File: config.mk
export PLATFORM = sky130hd
export DESIGN_NAME = h_curve_index_to_point_top
export DESIGN_NICKNAME = d
export VERILOG_FILES = /design/src/design/hcitp_pkg.sv /design/src/design/h_curve_index_to_point_top.sv
export SDC_FILE = /design/constraint.sdc
export NUM_CORES = 1
export LEC_CHECK = 0
export ABC_AREA = 1
export BUFFER_PORTS_ARGS = -buffer_cell sky130_fd_sc_hd__clkbuf_2
export CAP_MARGIN = 25
export CORE_ASPECT_RATIO = 1.2
export CORE_MARGIN = 2
export CORE_UTILIZATION = 40
export CTS_CLUSTER_SIZE = 30
export DETAILED_ROUTE_END_ITERATION = 6
export GPL_ROUTABILITY_DRIVEN = 0
export GPL_TIMING_DRIVEN = 0
export PLACE_DENSITY = 0.66
export SKIP_LAST_GASP = 1
export SLEW_MARGIN = 20
export SYNTH_ARGS = -nofsm -noshare
export SYNTH_HDL_FRONTEND = slang
export SYNTH_SLANG_ARGS = --single-unit
File: constraint.sdc
create_clock -name aclk -period 21.7 [get_ports aclk]
set_clock_uncertainty 0.05 [all_clocks]
set_input_delay 3.255 -clock aclk [delete_from_list [all_inputs] [get_ports aclk]]
set_output_delay 3.255 -clock aclk [all_outputs]
set_load 0.03 [all_outputs]
File: src/design/hcitp_pkg.sv
// Package for the H-curve index-to-point mapper: field widths, piece kind codes
// and the constant subdivision tables of the curve.
// Depends on nothing; used by h_curve_index_to_point_top and tb.
`default_nettype none

package hcitp_pkg;

    localparam int POS_W   = 32;
    localparam int COORD_W = 16;
    localparam int CFG_W   = 5;

    // Piece kinds: full squares A..D and half pieces X1, X2, Y1, Y2.
    // Bit 2 of a kind code marks a half piece.
    localparam logic [2:0] K_A  = 3'd0;
    localparam logic [2:0] K_B  = 3'd1;
    localparam logic [2:0] K_C  = 3'd2;
    localparam logic [2:0] K_D  = 3'd3;
    localparam logic [2:0] K_X1 = 3'd4;
    localparam logic [2:0] K_X2 = 3'd5;
    localparam logic [2:0] K_Y1 = 3'd6;
    localparam logic [2:0] K_Y2 = 3'd7;

    typedef struct packed {
        logic [2:0] kind;
        logic       half;
        logic       ox;
        logic       oy;
    } piece_t;

    localparam piece_t TOP_PARTS [4] = '{
        '{K_A, 1'b0, 1'b0, 1'b0}, '{K_B, 1'b0, 1'b0, 1'b1},
        '{K_C, 1'b0, 1'b1, 1'b1}, '{K_D, 1'b0, 1'b1, 1'b0}
    };

    // Full piece split: half, three full sub-squares, other half.
    localparam piece_t FULL_PARTS [4][5] = '{
        '{'{K_X1, 1'b0, 1'b1, 1'b1}, '{K_D, 1'b0, 1'b1, 1'b0}, '{K_A, 1'b0, 1'b0, 1'b0},
          '{K_B, 1'b0, 1'b0, 1'b1}, '{K_X1, 1'b1, 1'b1, 1'b1}},
        '{'{K_Y2, 1'b0, 1'b1, 1'b0}, '{K_A, 1'b0, 1'b0, 1'b0}, '{K_B, 1'b0, 1'b0, 1'b1},
          '{K_C, 1'b0, 1'b1, 1'b1}, '{K_Y2, 1'b1, 1'b1, 1'b0}},
        '{'{K_X2, 1'b0, 1'b0, 1'b0}, '{K_B, 1'b0, 1'b0, 1'b1}, '{K_C, 1'b0, 1'b1, 1'b1},
          '{K_D, 1'b0, 1'b1, 1'b0}, '{K_X2, 1'b1, 1'b0, 1'b0}},
        '{'{K_Y1, 1'b0, 1'b0, 1'b1}, '{K_C, 1'b0, 1'b1, 1'b1}, '{K_D, 1'b0, 1'b1, 1'b0},
          '{K_A, 1'b0, 1'b0, 1'b0}, '{K_Y1, 1'b1, 1'b0, 1'b1}}
    };

    // Half piece split: half, full, half. Indexed by kind, half flag, segment.
    localparam piece_t HALF_PARTS [4][2][3] = '{
        '{'{'{K_X1, 1'b0, 1'b1, 1'b1}, '{K_D, 1'b0, 1'b1, 1'b0}, '{K_X1, 1'b0, 1'b0, 1'b0}},
          '{'{K_X1, 1'b1, 1'b0, 1'b0}, '{K_B, 1'b0, 1'b0, 1'b1}, '{K_X1, 1'b1, 1'b1, 1'b1}}},
        '{'{'{K_X2, 1'b0, 1'b0, 1'b0}, '{K_B, 1'b0, 1'b0, 1'b1}, '{K_X2, 1'b0, 1'b1, 1'b1}},
          '{'{K_X2, 1'b1, 1'b1, 1'b1}, '{K_D, 1'b0, 1'b1, 1'b0}, '{K_X2, 1'b1, 1'b0, 1'b0}}},
        '{'{'{K_Y1, 1'b0, 1'b0, 1'b1}, '{K_C, 1'b0, 1'b1, 1'b1}, '{K_Y1, 1'b0, 1'b1, 1'b0}},
          '{'{K_Y1, 1'b1, 1'b1, 1'b0}, '{K_A, 1'b0, 1'b0, 1'b0}, '{K_Y1, 1'b1, 1'b0, 1'b1}}},
        '{'{'{K_Y2, 1'b0, 1'b1, 1'b0}, '{K_A, 1'b0, 1'b0, 1'b0}, '{K_Y2, 1'b0, 1'b0, 1'b1}},
          '{'{K_Y2, 1'b1, 1'b0, 1'b1}, '{K_C, 1'b0, 1'b1, 1'b1}, '{K_Y2, 1'b1, 1'b1, 1'b0}}}
    };

    // Base patterns: row 0 for A, D and all half pieces, row 1 for B and C.
    localparam logic BASE_X [2][4] = '{'{1'b1, 1'b1, 1'b0, 1'b0}, '{1'b0, 1'b0, 1'b1, 1'b1}};
    localparam logic BASE_Y [2][4] = '{'{1'b1, 1'b0, 1'b0, 1'b1}, '{1'b0, 1'b1, 1'b1, 1'b0}};

endpackage

`default_nettype wire

File: src/design/h_curve_index_to_point_top.sv
// H-curve index-to-point mapper: a pipeline with one stage per curve level.
// Depends on hcitp_pkg for widths, kind codes and subdivision tables.
`default_nettype none

// m_valid rises once the item has passed stage 0, the level stages and the output
// register, whatever the configured level; unused stages just pass the item along.
// Throughput: one transaction per cycle; the pipeline advances whenever the output
// register is empty or being read, so a stall freezes every stage. Reset (synchronous,
// active low) empties the pipeline and sets the curve level to 2. Every stage reads the
// level register, so it must be written only while empty; the block does not check it.
module h_curve_index_to_point_top #(
    parameter int MAX_LEVEL = 16
) (
    input  wire logic                        aclk,
    input  wire logic                        aresetn,

    input  wire logic                        cfg_wr_en,
    input  wire logic [hcitp_pkg::CFG_W-1:0] cfg_wr_data,

    input  wire logic                        s_valid,
    output logic                             s_ready,
    input  wire logic [hcitp_pkg::POS_W-1:0] s_position,

    output logic                             m_valid,
    input  wire logic                        m_ready,
    output logic [hcitp_pkg::COORD_W-1:0]    m_coord_x,
    output logic [hcitp_pkg::COORD_W-1:0]    m_coord_y,
    output logic                             m_out_of_range
);

    // Index width: after the quadrant is taken, at most 2*(MAX_LEVEL-1) bits remain.
    localparam int IW   = 2 * MAX_LEVEL - 2;
    localparam int LW   = $clog2(MAX_LEVEL + 1);
    // Stage 0 picks the quadrant; stages 1..NSTG-1 each resolve one level.
    localparam int NSTG = MAX_LEVEL - 1;

    typedef struct packed {
        logic                 oor;
        logic [2:0]           kind;
        logic                 half;
        logic [IW-1:0]        idx;
        logic [MAX_LEVEL-1:0] x;
        logic [MAX_LEVEL-1:0] y;
    } stage_t;

    logic [LW-1:0] lvl_reg;
    stage_t        stg_reg [NSTG];
    logic          vld_reg [NSTG];
    logic          adv;

    logic                              out_vld_reg;
    logic [hcitp_pkg::COORD_W-1:0]     out_x_reg;
    logic [hcitp_pkg::COORD_W-1:0]     out_y_reg;
    logic                              out_oor_reg;

    // The whole pipeline moves together; it holds only when the result
    // register is full and the consumer is not taking it.
    assign adv     = !out_vld_reg || m_ready;
    assign s_ready = adv;

    // Level register. The written value is clamped into the supported range
    // here, so the datapath only ever sees a level from 2 to MAX_LEVEL.
    always_ff @(posedge aclk) begin
        if (!aresetn) begin
            lvl_reg <= LW'(2);
        end else if (cfg_wr_en) begin
            if (cfg_wr_data < hcitp_pkg::CFG_W'(2)) begin
                lvl_reg <= LW'(2);
            end else if (cfg_wr_data > hcitp_pkg::CFG_W'(MAX_LEVEL)) begin
                lvl_reg <= LW'(MAX_LEVEL);
            end else begin
                lvl_reg <= LW'(cfg_wr_data);
            end
        end
    end

    // Stage 0: range check and top-level quadrant selection. The quadrant is
    // the two position bits just above the remaining 2*(level-1) index bits.
    stage_t           top_next;
    hcitp_pkg::piece_t top_piece;
    logic [1:0]       top_quad;
    logic             top_oor;

    always_comb begin
        top_oor  = 1'b0;
        top_quad = 2'b00;
        for (int b = 0; b < hcitp_pkg::POS_W; b++) begin
            if (b >= 2 * int'(lvl_reg)) begin
                top_oor = top_oor | s_position[b];
            end
        end
        top_next      = '0;
        top_next.oor  = top_oor;
        for (int l = 2; l <= MAX_LEVEL; l++) begin
            if (lvl_reg == LW'(l)) begin
                top_quad     = s_position[2*l-1 -: 2];
            end
        end
        top_piece     = hcitp_pkg::TOP_PARTS[top_quad];
        top_next.kind = top_piece.kind;
        top_next.half = top_piece.half;
        for (int l = 2; l <= MAX_LEVEL; l++) begin
            if (lvl_reg == LW'(l)) begin
                top_next.idx  = s_position[IW-1:0] & ({IW{1'b1}} >> (IW - 2 * (l - 1)));
                top_next.x[l-2] = 1'b0;
                top_next.x[l-1] = top_piece.ox;
                top_next.y[l-1] = top_piece.oy;
            end
        end
    end

    always_ff @(posedge aclk) begin
        if (!aresetn) begin
            vld_reg[0] <= 1'b0;
        end else if (adv) begin
            vld_reg[0] <= s_valid;
        end
    end

    always_ff @(posedge aclk) begin
        if (adv) begin
            stg_reg[0] <= top_next;
        end
    end

    // Level stages. Stage k resolves level N = MAX_LEVEL - k and only acts
    // when the configured level is above N; otherwise the item passes through.
    // Subtracting half a sub-square (HS) from the index makes the segment
    // readable from the top bits: for a full piece the top two bits give the
    // middle sub-squares, and an all-ones top picks a leading or trailing half.
    for (genvar k = 1; k < NSTG; k++) begin : g_lvl
        localparam int N = MAX_LEVEL - k;
        localparam logic [2*N-1:0] HS = (2*N)'(1) << (2 * N - 3);

        stage_t            cur;
        stage_t            nxt;
        hcitp_pkg::piece_t piece;
        logic [2*N-1:0]    t;
        logic [2:0]        seg;

        always_comb begin
            cur   = stg_reg[k-1];
            nxt   = cur;
            t     = cur.idx[2*N-1:0] - HS;
            seg   = 3'd0;
            piece = hcitp_pkg::FULL_PARTS[cur.kind[1:0]][0];
            if (lvl_reg > LW'(N)) begin
                if (!cur.kind[2]) begin
                    if (t[2*N-1:2*N-2] != 2'b11) begin
                        seg = 3'(t[2*N-1:2*N-2]) + 3'd1;
                    end else begin
                        seg = t[2*N-3] ? 3'd0 : 3'd4;
                    end
                    piece = hcitp_pkg::FULL_PARTS[cur.kind[1:0]][seg];
                end else begin
                    if (!t[2*N-2]) begin
                        seg = 3'd1;
                    end else begin
                        seg = t[2*N-3] ? 3'd0 : 3'd2;
                    end
                    piece = hcitp_pkg::HALF_PARTS[cur.kind[1:0]][cur.half][seg[1:0]];
                end
                nxt.idx             = '0;
                nxt.idx[2*N-3:0]    = t[2*N-3:0];
                // A leading half starts below HS: drop the borrowed HS bit.
                if (seg == 3'd0) begin
                    nxt.idx[2*N-3] = 1'b0;
                end
                nxt.kind   = piece.kind;
                nxt.half   = piece.half;
                nxt.x[N-1] = cur.x[N-1] | piece.ox;
                nxt.y[N-1] = cur.y[N-1] | piece.oy;
            end
        end

        always_ff @(posedge aclk) begin
            if (!aresetn) begin
                vld_reg[k] <= 1'b0;
            end else if (adv) begin
                vld_reg[k] <= vld_reg[k-1];
            end
        end

        always_ff @(posedge aclk) begin
            if (adv) begin
                stg_reg[k] <= nxt;
            end
        end
    end

    // Final stage: the two- or four-point base pattern sets coordinate bit 0.
    stage_t               fin;
    logic                 pat;
    logic [1:0]           bi;
    logic [MAX_LEVEL-1:0] fin_x;
    logic [MAX_LEVEL-1:0] fin_y;

    always_comb begin
        fin = stg_reg[NSTG-1];
        if (!fin.kind[2]) begin
            pat = (fin.kind == hcitp_pkg::K_B) || (fin.kind == hcitp_pkg::K_C);
            bi  = fin.idx[1:0];
        end else begin
            pat = 1'b0;
            bi  = {fin.half ^ ((fin.kind == hcitp_pkg::K_X2) || (fin.kind == hcitp_pkg::K_Y2)),
                   fin.idx[0]};
        end
        fin_x    = fin.x;
        fin_y    = fin.y;
        fin_x[0] = hcitp_pkg::BASE_X[pat][bi];
        fin_y[0] = hcitp_pkg::BASE_Y[pat][bi];
    end

    always_ff @(posedge aclk) begin
        if (!aresetn) begin
            out_vld_reg <= 1'b0;
        end else if (adv) begin
            out_vld_reg <= vld_reg[NSTG-1];
        end
    end

    // Out-of-range items report zero coordinates.
    always_ff @(posedge aclk) begin
        if (adv) begin
            out_oor_reg <= fin.oor;
            out_x_reg   <= fin.oor ? '0 : hcitp_pkg::COORD_W'(fin_x);
            out_y_reg   <= fin.oor ? '0 : hcitp_pkg::COORD_W'(fin_y);
        end
    end

    assign m_valid        = out_vld_reg;
    assign m_coord_x      = out_x_reg;
    assign m_coord_y      = out_y_reg;
    assign m_out_of_range = out_oor_reg;

    // An accepted transaction always lands in the first stage.
    a_enter: assert property (@(posedge aclk) disable iff (!aresetn)
        s_valid && s_ready |=> vld_reg[0])
        else $error("accepted transaction missing from stage 0");

    // By the base stage an in-range index fits the four-point pattern.
    a_base_idx: assert property (@(posedge aclk) disable iff (!aresetn)
        vld_reg[NSTG-1] && !stg_reg[NSTG-1].oor |-> (stg_reg[NSTG-1].idx >> 2) == '0)
        else $error("index not reduced to base pattern");

    // A point lies inside the grid of the configured level.
    a_in_grid: assert property (@(posedge aclk) disable iff (!aresetn)
        out_vld_reg && !out_oor_reg |->
            ((32'(out_x_reg) >> lvl_reg) == 32'd0) && ((32'(out_y_reg) >> lvl_reg) == 32'd0))
        else $error("coordinate outside grid");

    // Out-of-range results carry zero coordinates.
    a_oor_zero: assert property (@(posedge aclk) disable iff (!aresetn)
        out_vld_reg && out_oor_reg |-> (out_x_reg == '0) && (out_y_reg == '0))
        else $error("out-of-range result with nonzero coordinates");

endmodule

`default_nettype wire

## Yosys cells after proc, flatten, opt, wreduce, memory -nomap -nowiden

Memories as Yosys holds them, arrays and structs flattened. A register that Yosys moved wholly into a read port is not among the register bits.
Index checks and enable logic that the tools add are counted.
W data, S select, Z words.

| word-level totals | value |
|---|---|
| bits of input ports | 42 |
| memories | 2 |
| word-level logic and storage cells | 891 |
| output and inout port bits | 35 |
| flip-flop bits (word level) | 38 |
| bits in writable memories | 1020 |

Memories:

| name | depth | bits a word | read ports | clocked after Yosys merged registers in | write ports | line | RTL |
|---|---|---|---|---|---|---|---|
| stg_reg | 15 | 67 | 15 | 0 | 15 | h_curve_index_to_point_top.sv:47 | `stage_t stg_reg [NSTG];` |
| vld_reg | 15 | 1 | 15 | 1 | 15 | h_curve_index_to_point_top.sv:48 | `logic vld_reg [NSTG];` |

| cells by class | value |
|---|---|
| $add $sub $neg | 28 |
| eq/ne operators | 33 |
| reduce and logical (&&, ||, !) cells | 19 |
| bitwise logic cells | 134 |
| multiplexer cells | 564 |
| magnitude comparators | 107 |

Operator list:

| cell | number |
|---|---|
| $mux W30 | 41 |
| $bmux W36 S2 | 14 |
| $mux W36 | 28 |
| $bmux W30 S2 | 14 |
| $mux W18 | 42 |
| $mux W6 | 86 |
| $mux W34 | 14 |
| $mux W3 | 112 |
| $bmux W6 S3 | 14 |
| $bmux W6 S2 | 15 |
| $mux W2 | 59 |
| $mux W1 | 114 |
| $ge A5 B6 Y1 const A | 16 |
| $ge A3 B3 Y1 const B | 30 |
| $not A2 Y3 | 30 |
| $or A1 B1 Y1 | 74 |
| $ge A4 B4 Y1 const B | 14 |
| $not A3 Y4 | 14 |
| $ge A4 B6 Y1 const A | 8 |
| $add A2 B1 Y3 const B | 14 |
| $logic_not A3 Y1 | 14 |
| $eq A5 B4 Y1 const B | 8 |
| $gt A5 B4 Y1 const B | 8 |
| $mux W32 | 1 |
| other kinds (36) | 101 |

## Depth between registers and ports, before layout

| depth | value |
|---|---|
| word-level depth | 64 |
| mapped depth | 18 |
| depth with buffers taken out | 16 |

## Worst setup path after synthesis

No wires, ideal clock.

| timing | value |
|---|---|
| kind | input -> output |
| start | input m_ready |
| end | output s_ready |
| data arrival time | 20.267 ns |
| data required time | 18.395 ns |
| setup slack | -1.872 ns |
| buffers on the path | 0 |
| cell stages on the path | 2 |
| cell sequence | inv_1 -> nand2_1 |

| on the way | value |
|---|---|
| word-level cells in the longest chain between the ends | 1 |

Ends and longest elaborated chain:

| what | line | RTL |
|---|---|---|
| from (decl) | h_curve_index_to_point_top.sv:25 | `input wire logic m_ready,` |
| $logic_or A1 B1 Y1 | h_curve_index_to_point_top.sv:58 | `assign adv = !out_vld_reg \|\| m_ready;` |
| to (decl) | h_curve_index_to_point_top.sv:21 | `output logic s_ready,` |

Every way passes these cells.

## Worst setup path after layout

Same ends and word-level chain as after synthesis.

==> reports/metrics.yaml <==
max-cap-violations: 0
worstHoldStart: "stg_reg[1][345]"
num_antenna_cells: 0
io_buffers: 76
hold_viol: 0
crit_chain: "clkbuf_2, inv_1, nand2_8, buf_16, clkbuf_2"
dp_hpwl_mm: 35.4
ant_nets: 0
maxUsedRoutingLayer: "met4"
wl_met1_mm: 22.4
path_delay_family: "buffers and inverters"
synth.ff_latch_count: 817
dieArea_um2: 82800
yosys-mux-area-fraction_pct: 0.0350
die_h_um: 315
yosysSeqAreaShare_pct: 76.0
drt-initial-drc-count: 2002
largest_reg_flops: 763
crit_buf_inv: 4
cts.sinks: 817
ir_drop_uv: 63.7
grt_max_degree: 109
synth-xor-area-share_pct: 0.952
min_to: "stg_reg[1][412]"
core.rowCount: 113
status: "finished with violations"
syn_nets: 2392
worstPathRequired_ns: 18.40
grt_overflow: 0
synth_cell_types: 56
drive_above_1_share_pct: 11.4
fin_crit_sh_pct: 36.6
start_util_pct: 40.5
p_per_area_nw_per_um2: 111
hp-class: "reg2reg"
routed_wirelength_mm: 55.3
layout_common_cells: "edfxtp_1 (810), inv_1 (287), nor2_1 (233), nand2_1 (218), o21ai_0 (174)"
synth_top_family_by_area: "simple AND/OR/NAND/NOR gates"
slowest_delay_ns: 0.41
route.detailed.drc: 33
via_per_inst: 5.15
postCtsSetupRepairBufs: 0
layout_commonest_cell: "edfxtp_1"
r2r-end: "stg_reg[1][287]"
fmax_mhz: 126
p_leak_nw: 15.3
area_delta_synth_final_pct: 14.3
synth-compound-area-share_pct: 7.77
placed_cells: 3386
fin_cells: 3538
synth_edf_count: 810
core_area_um2: 79500
cts_htree_levels: 3
holdBufCountCts: 0
worstSetupEndpointType: "primary output"
r2r_cells: 13
rsz0062_at_grt: "false"
synthAdderAreaFrac_pct: 3.23
max_slew_margin_pct: 33.9
fin_tns_setup_ns: 0
crit_type: "in2out"
violations: "DRC"
synth_area_um2: 32200
boundaryPins: 77
crit_top_cell: "clkbuf_2"
hold_depth: 0
ys_warn_count: 0
async_reset_ff_share_pct: 0
synth_ff_type: "edfxtp_1"
avgSynthCellArea_um2: 14.2
post_cts_resized: 0
met2_length_mm: 26.1
vias: 18236
die_w_um: 263
period_minus_slack_ns: 7.93
crit_path_max_fanout: 108
grt_usage_pct: 13.4
met3WireLength_mm: 4.14
whs_ns: 0.360
antenna_found_initial: 3
setup_viol: 0
wl_per_cell_um: 15.6
cts_tree: "done"
grt_first_pass_wirelength_mm: 90.8
cts_buffers: 82
clkLatencyLatePin_ns: 0.63
drv_slew: 0
clockBufferDepth: 3
synthSimpleGateAreaFrac_pct: 8.08
reg2reg_from: "stg_reg[1][238]"
worstPathArrival_ns: 4.63
grt_pass1_vias: 18032
worst_slew_pin_slew_ns: 0.988
first_pass_iters: 7
path_clk_slew_ns: 0.06
synth_cells: 2267
worst_path_max_delay_cell: "buf_16"
fin_nets: 2560
r2r_slack_ns: 18.47
startpoint_type: "input pin"
cts_root_buf: "clkbuf_16"
==> cells by family (layout without fill, tap and decap cells) <==
logic type	after synthesis	count (layout)
AND/OR/NAND/NOR	586	586
adder cells (fa/ha/maj)	83	83
AO/OA/AOI/OAI	419	419
multiplexers	1	1
XOR/XNOR	35	35
flip-flops	817	817
buffers and inverters	326	562
==> report_power, final <==
group | switching, mW | internal, mW | leakage (nW) | total [mW]
sequential | 0.0782 | 1.95 | 9.73 | 2.03
clock | 0.592 | 0.797 | 1.30 | 1.39
combinational | 0.441 | 0.227 | 4.27 | 0.667
total | 1.11 | 2.98 | 15.3 | 4.09
==> worst max-delay path by stage <==
stage	start	end	slack [ns]	depth (start not counted)
after floorplan	m_ready	s_ready	5.63	2
after global placement	m_ready	s_ready	0.82	4
after detailed placement	m_ready	s_ready	13.75	5
after CTS	m_ready	s_ready	13.74	5
after global routing	m_ready	s_ready	13.62	5
final	m_ready	s_ready	13.77	5
==> cell usage after synthesis (4+ instances only) <==
library cell	instances	area, um2
xor2_1	24	210
a311oi_1	4	35.0
a21oi_1	90	450
nand3b_1	4	30.0
o311ai_0	13	114
nand2_4	5	56.3
nand2_1	219	822
nand3_1	43	215
a21boi_0	6	45.0
edfxtp_1	810	24300
nor2_1	233	875
o2111ai_1	5	43.8
a221oi_1	8	70.1
o221ai_1	5	43.8
o21ai_0	174	871
a22oi_1	5	37.5
nand2_2	7	43.8
nor3_1	16	80.1
or2_2	10	62.6
nor2_4	9	101
a211oi_1	11	82.6
nand3_2	5	50.1
o31ai_1	7	52.6
ha_1	83	1040
o22ai_1	25	156
a31oi_1	8	50.1
inv_2	11	41.3
o21bai_1	10	75.1
xnor2_1	11	96.3
inv_1	287	1080
nand4_1	9	56.3
nor4_1	5	31.3
a21o_1	9	67.6
clkbuf_1	17	63.8
nor2_2	13	81.3
o211ai_1	19	143
dfxtp_1	7	140
o21ai_1	4	20.0
o32ai_1	7	61.3
==> metal layers <==
layer  up-vias  GRT usage (%)
met5         -              0
met4         0           7.23
met3       296           2.91
met2       983           22.2
met1      8449           16.5
li1       8508              -
==> per-stage QoR <==
step	setup WS [ns]	area (um2)	power, mW	util (%)
floorplan	5.63	32200	2.50	-
global placement	0.819	33900	2.61	42.6
detailed placement	13.75	34100	2.69	42.9
CTS	13.74	36800	4.09	46.3
global route	13.62	36800	4.29	46.3
finish	13.77	36800	4.09	46.3
==> cell type report <==
| type | count | area, um2 |
|---|---|---|
| fill | 6795 | 42700 |
| inverter | 303 | 1140 |
| timing repair buffer | 84 | 601 |
| sequential | 817 | 24500 |
| tap | 1035 | 1290 |
| clock buffer | 96 | 2130 |
| clock inverter | 56 | 576 |
| multi-input combinational | 1124 | 6470 |
| buffer | 23 | 123 |
Note: power is estimated with default switching activity, not from simulation.
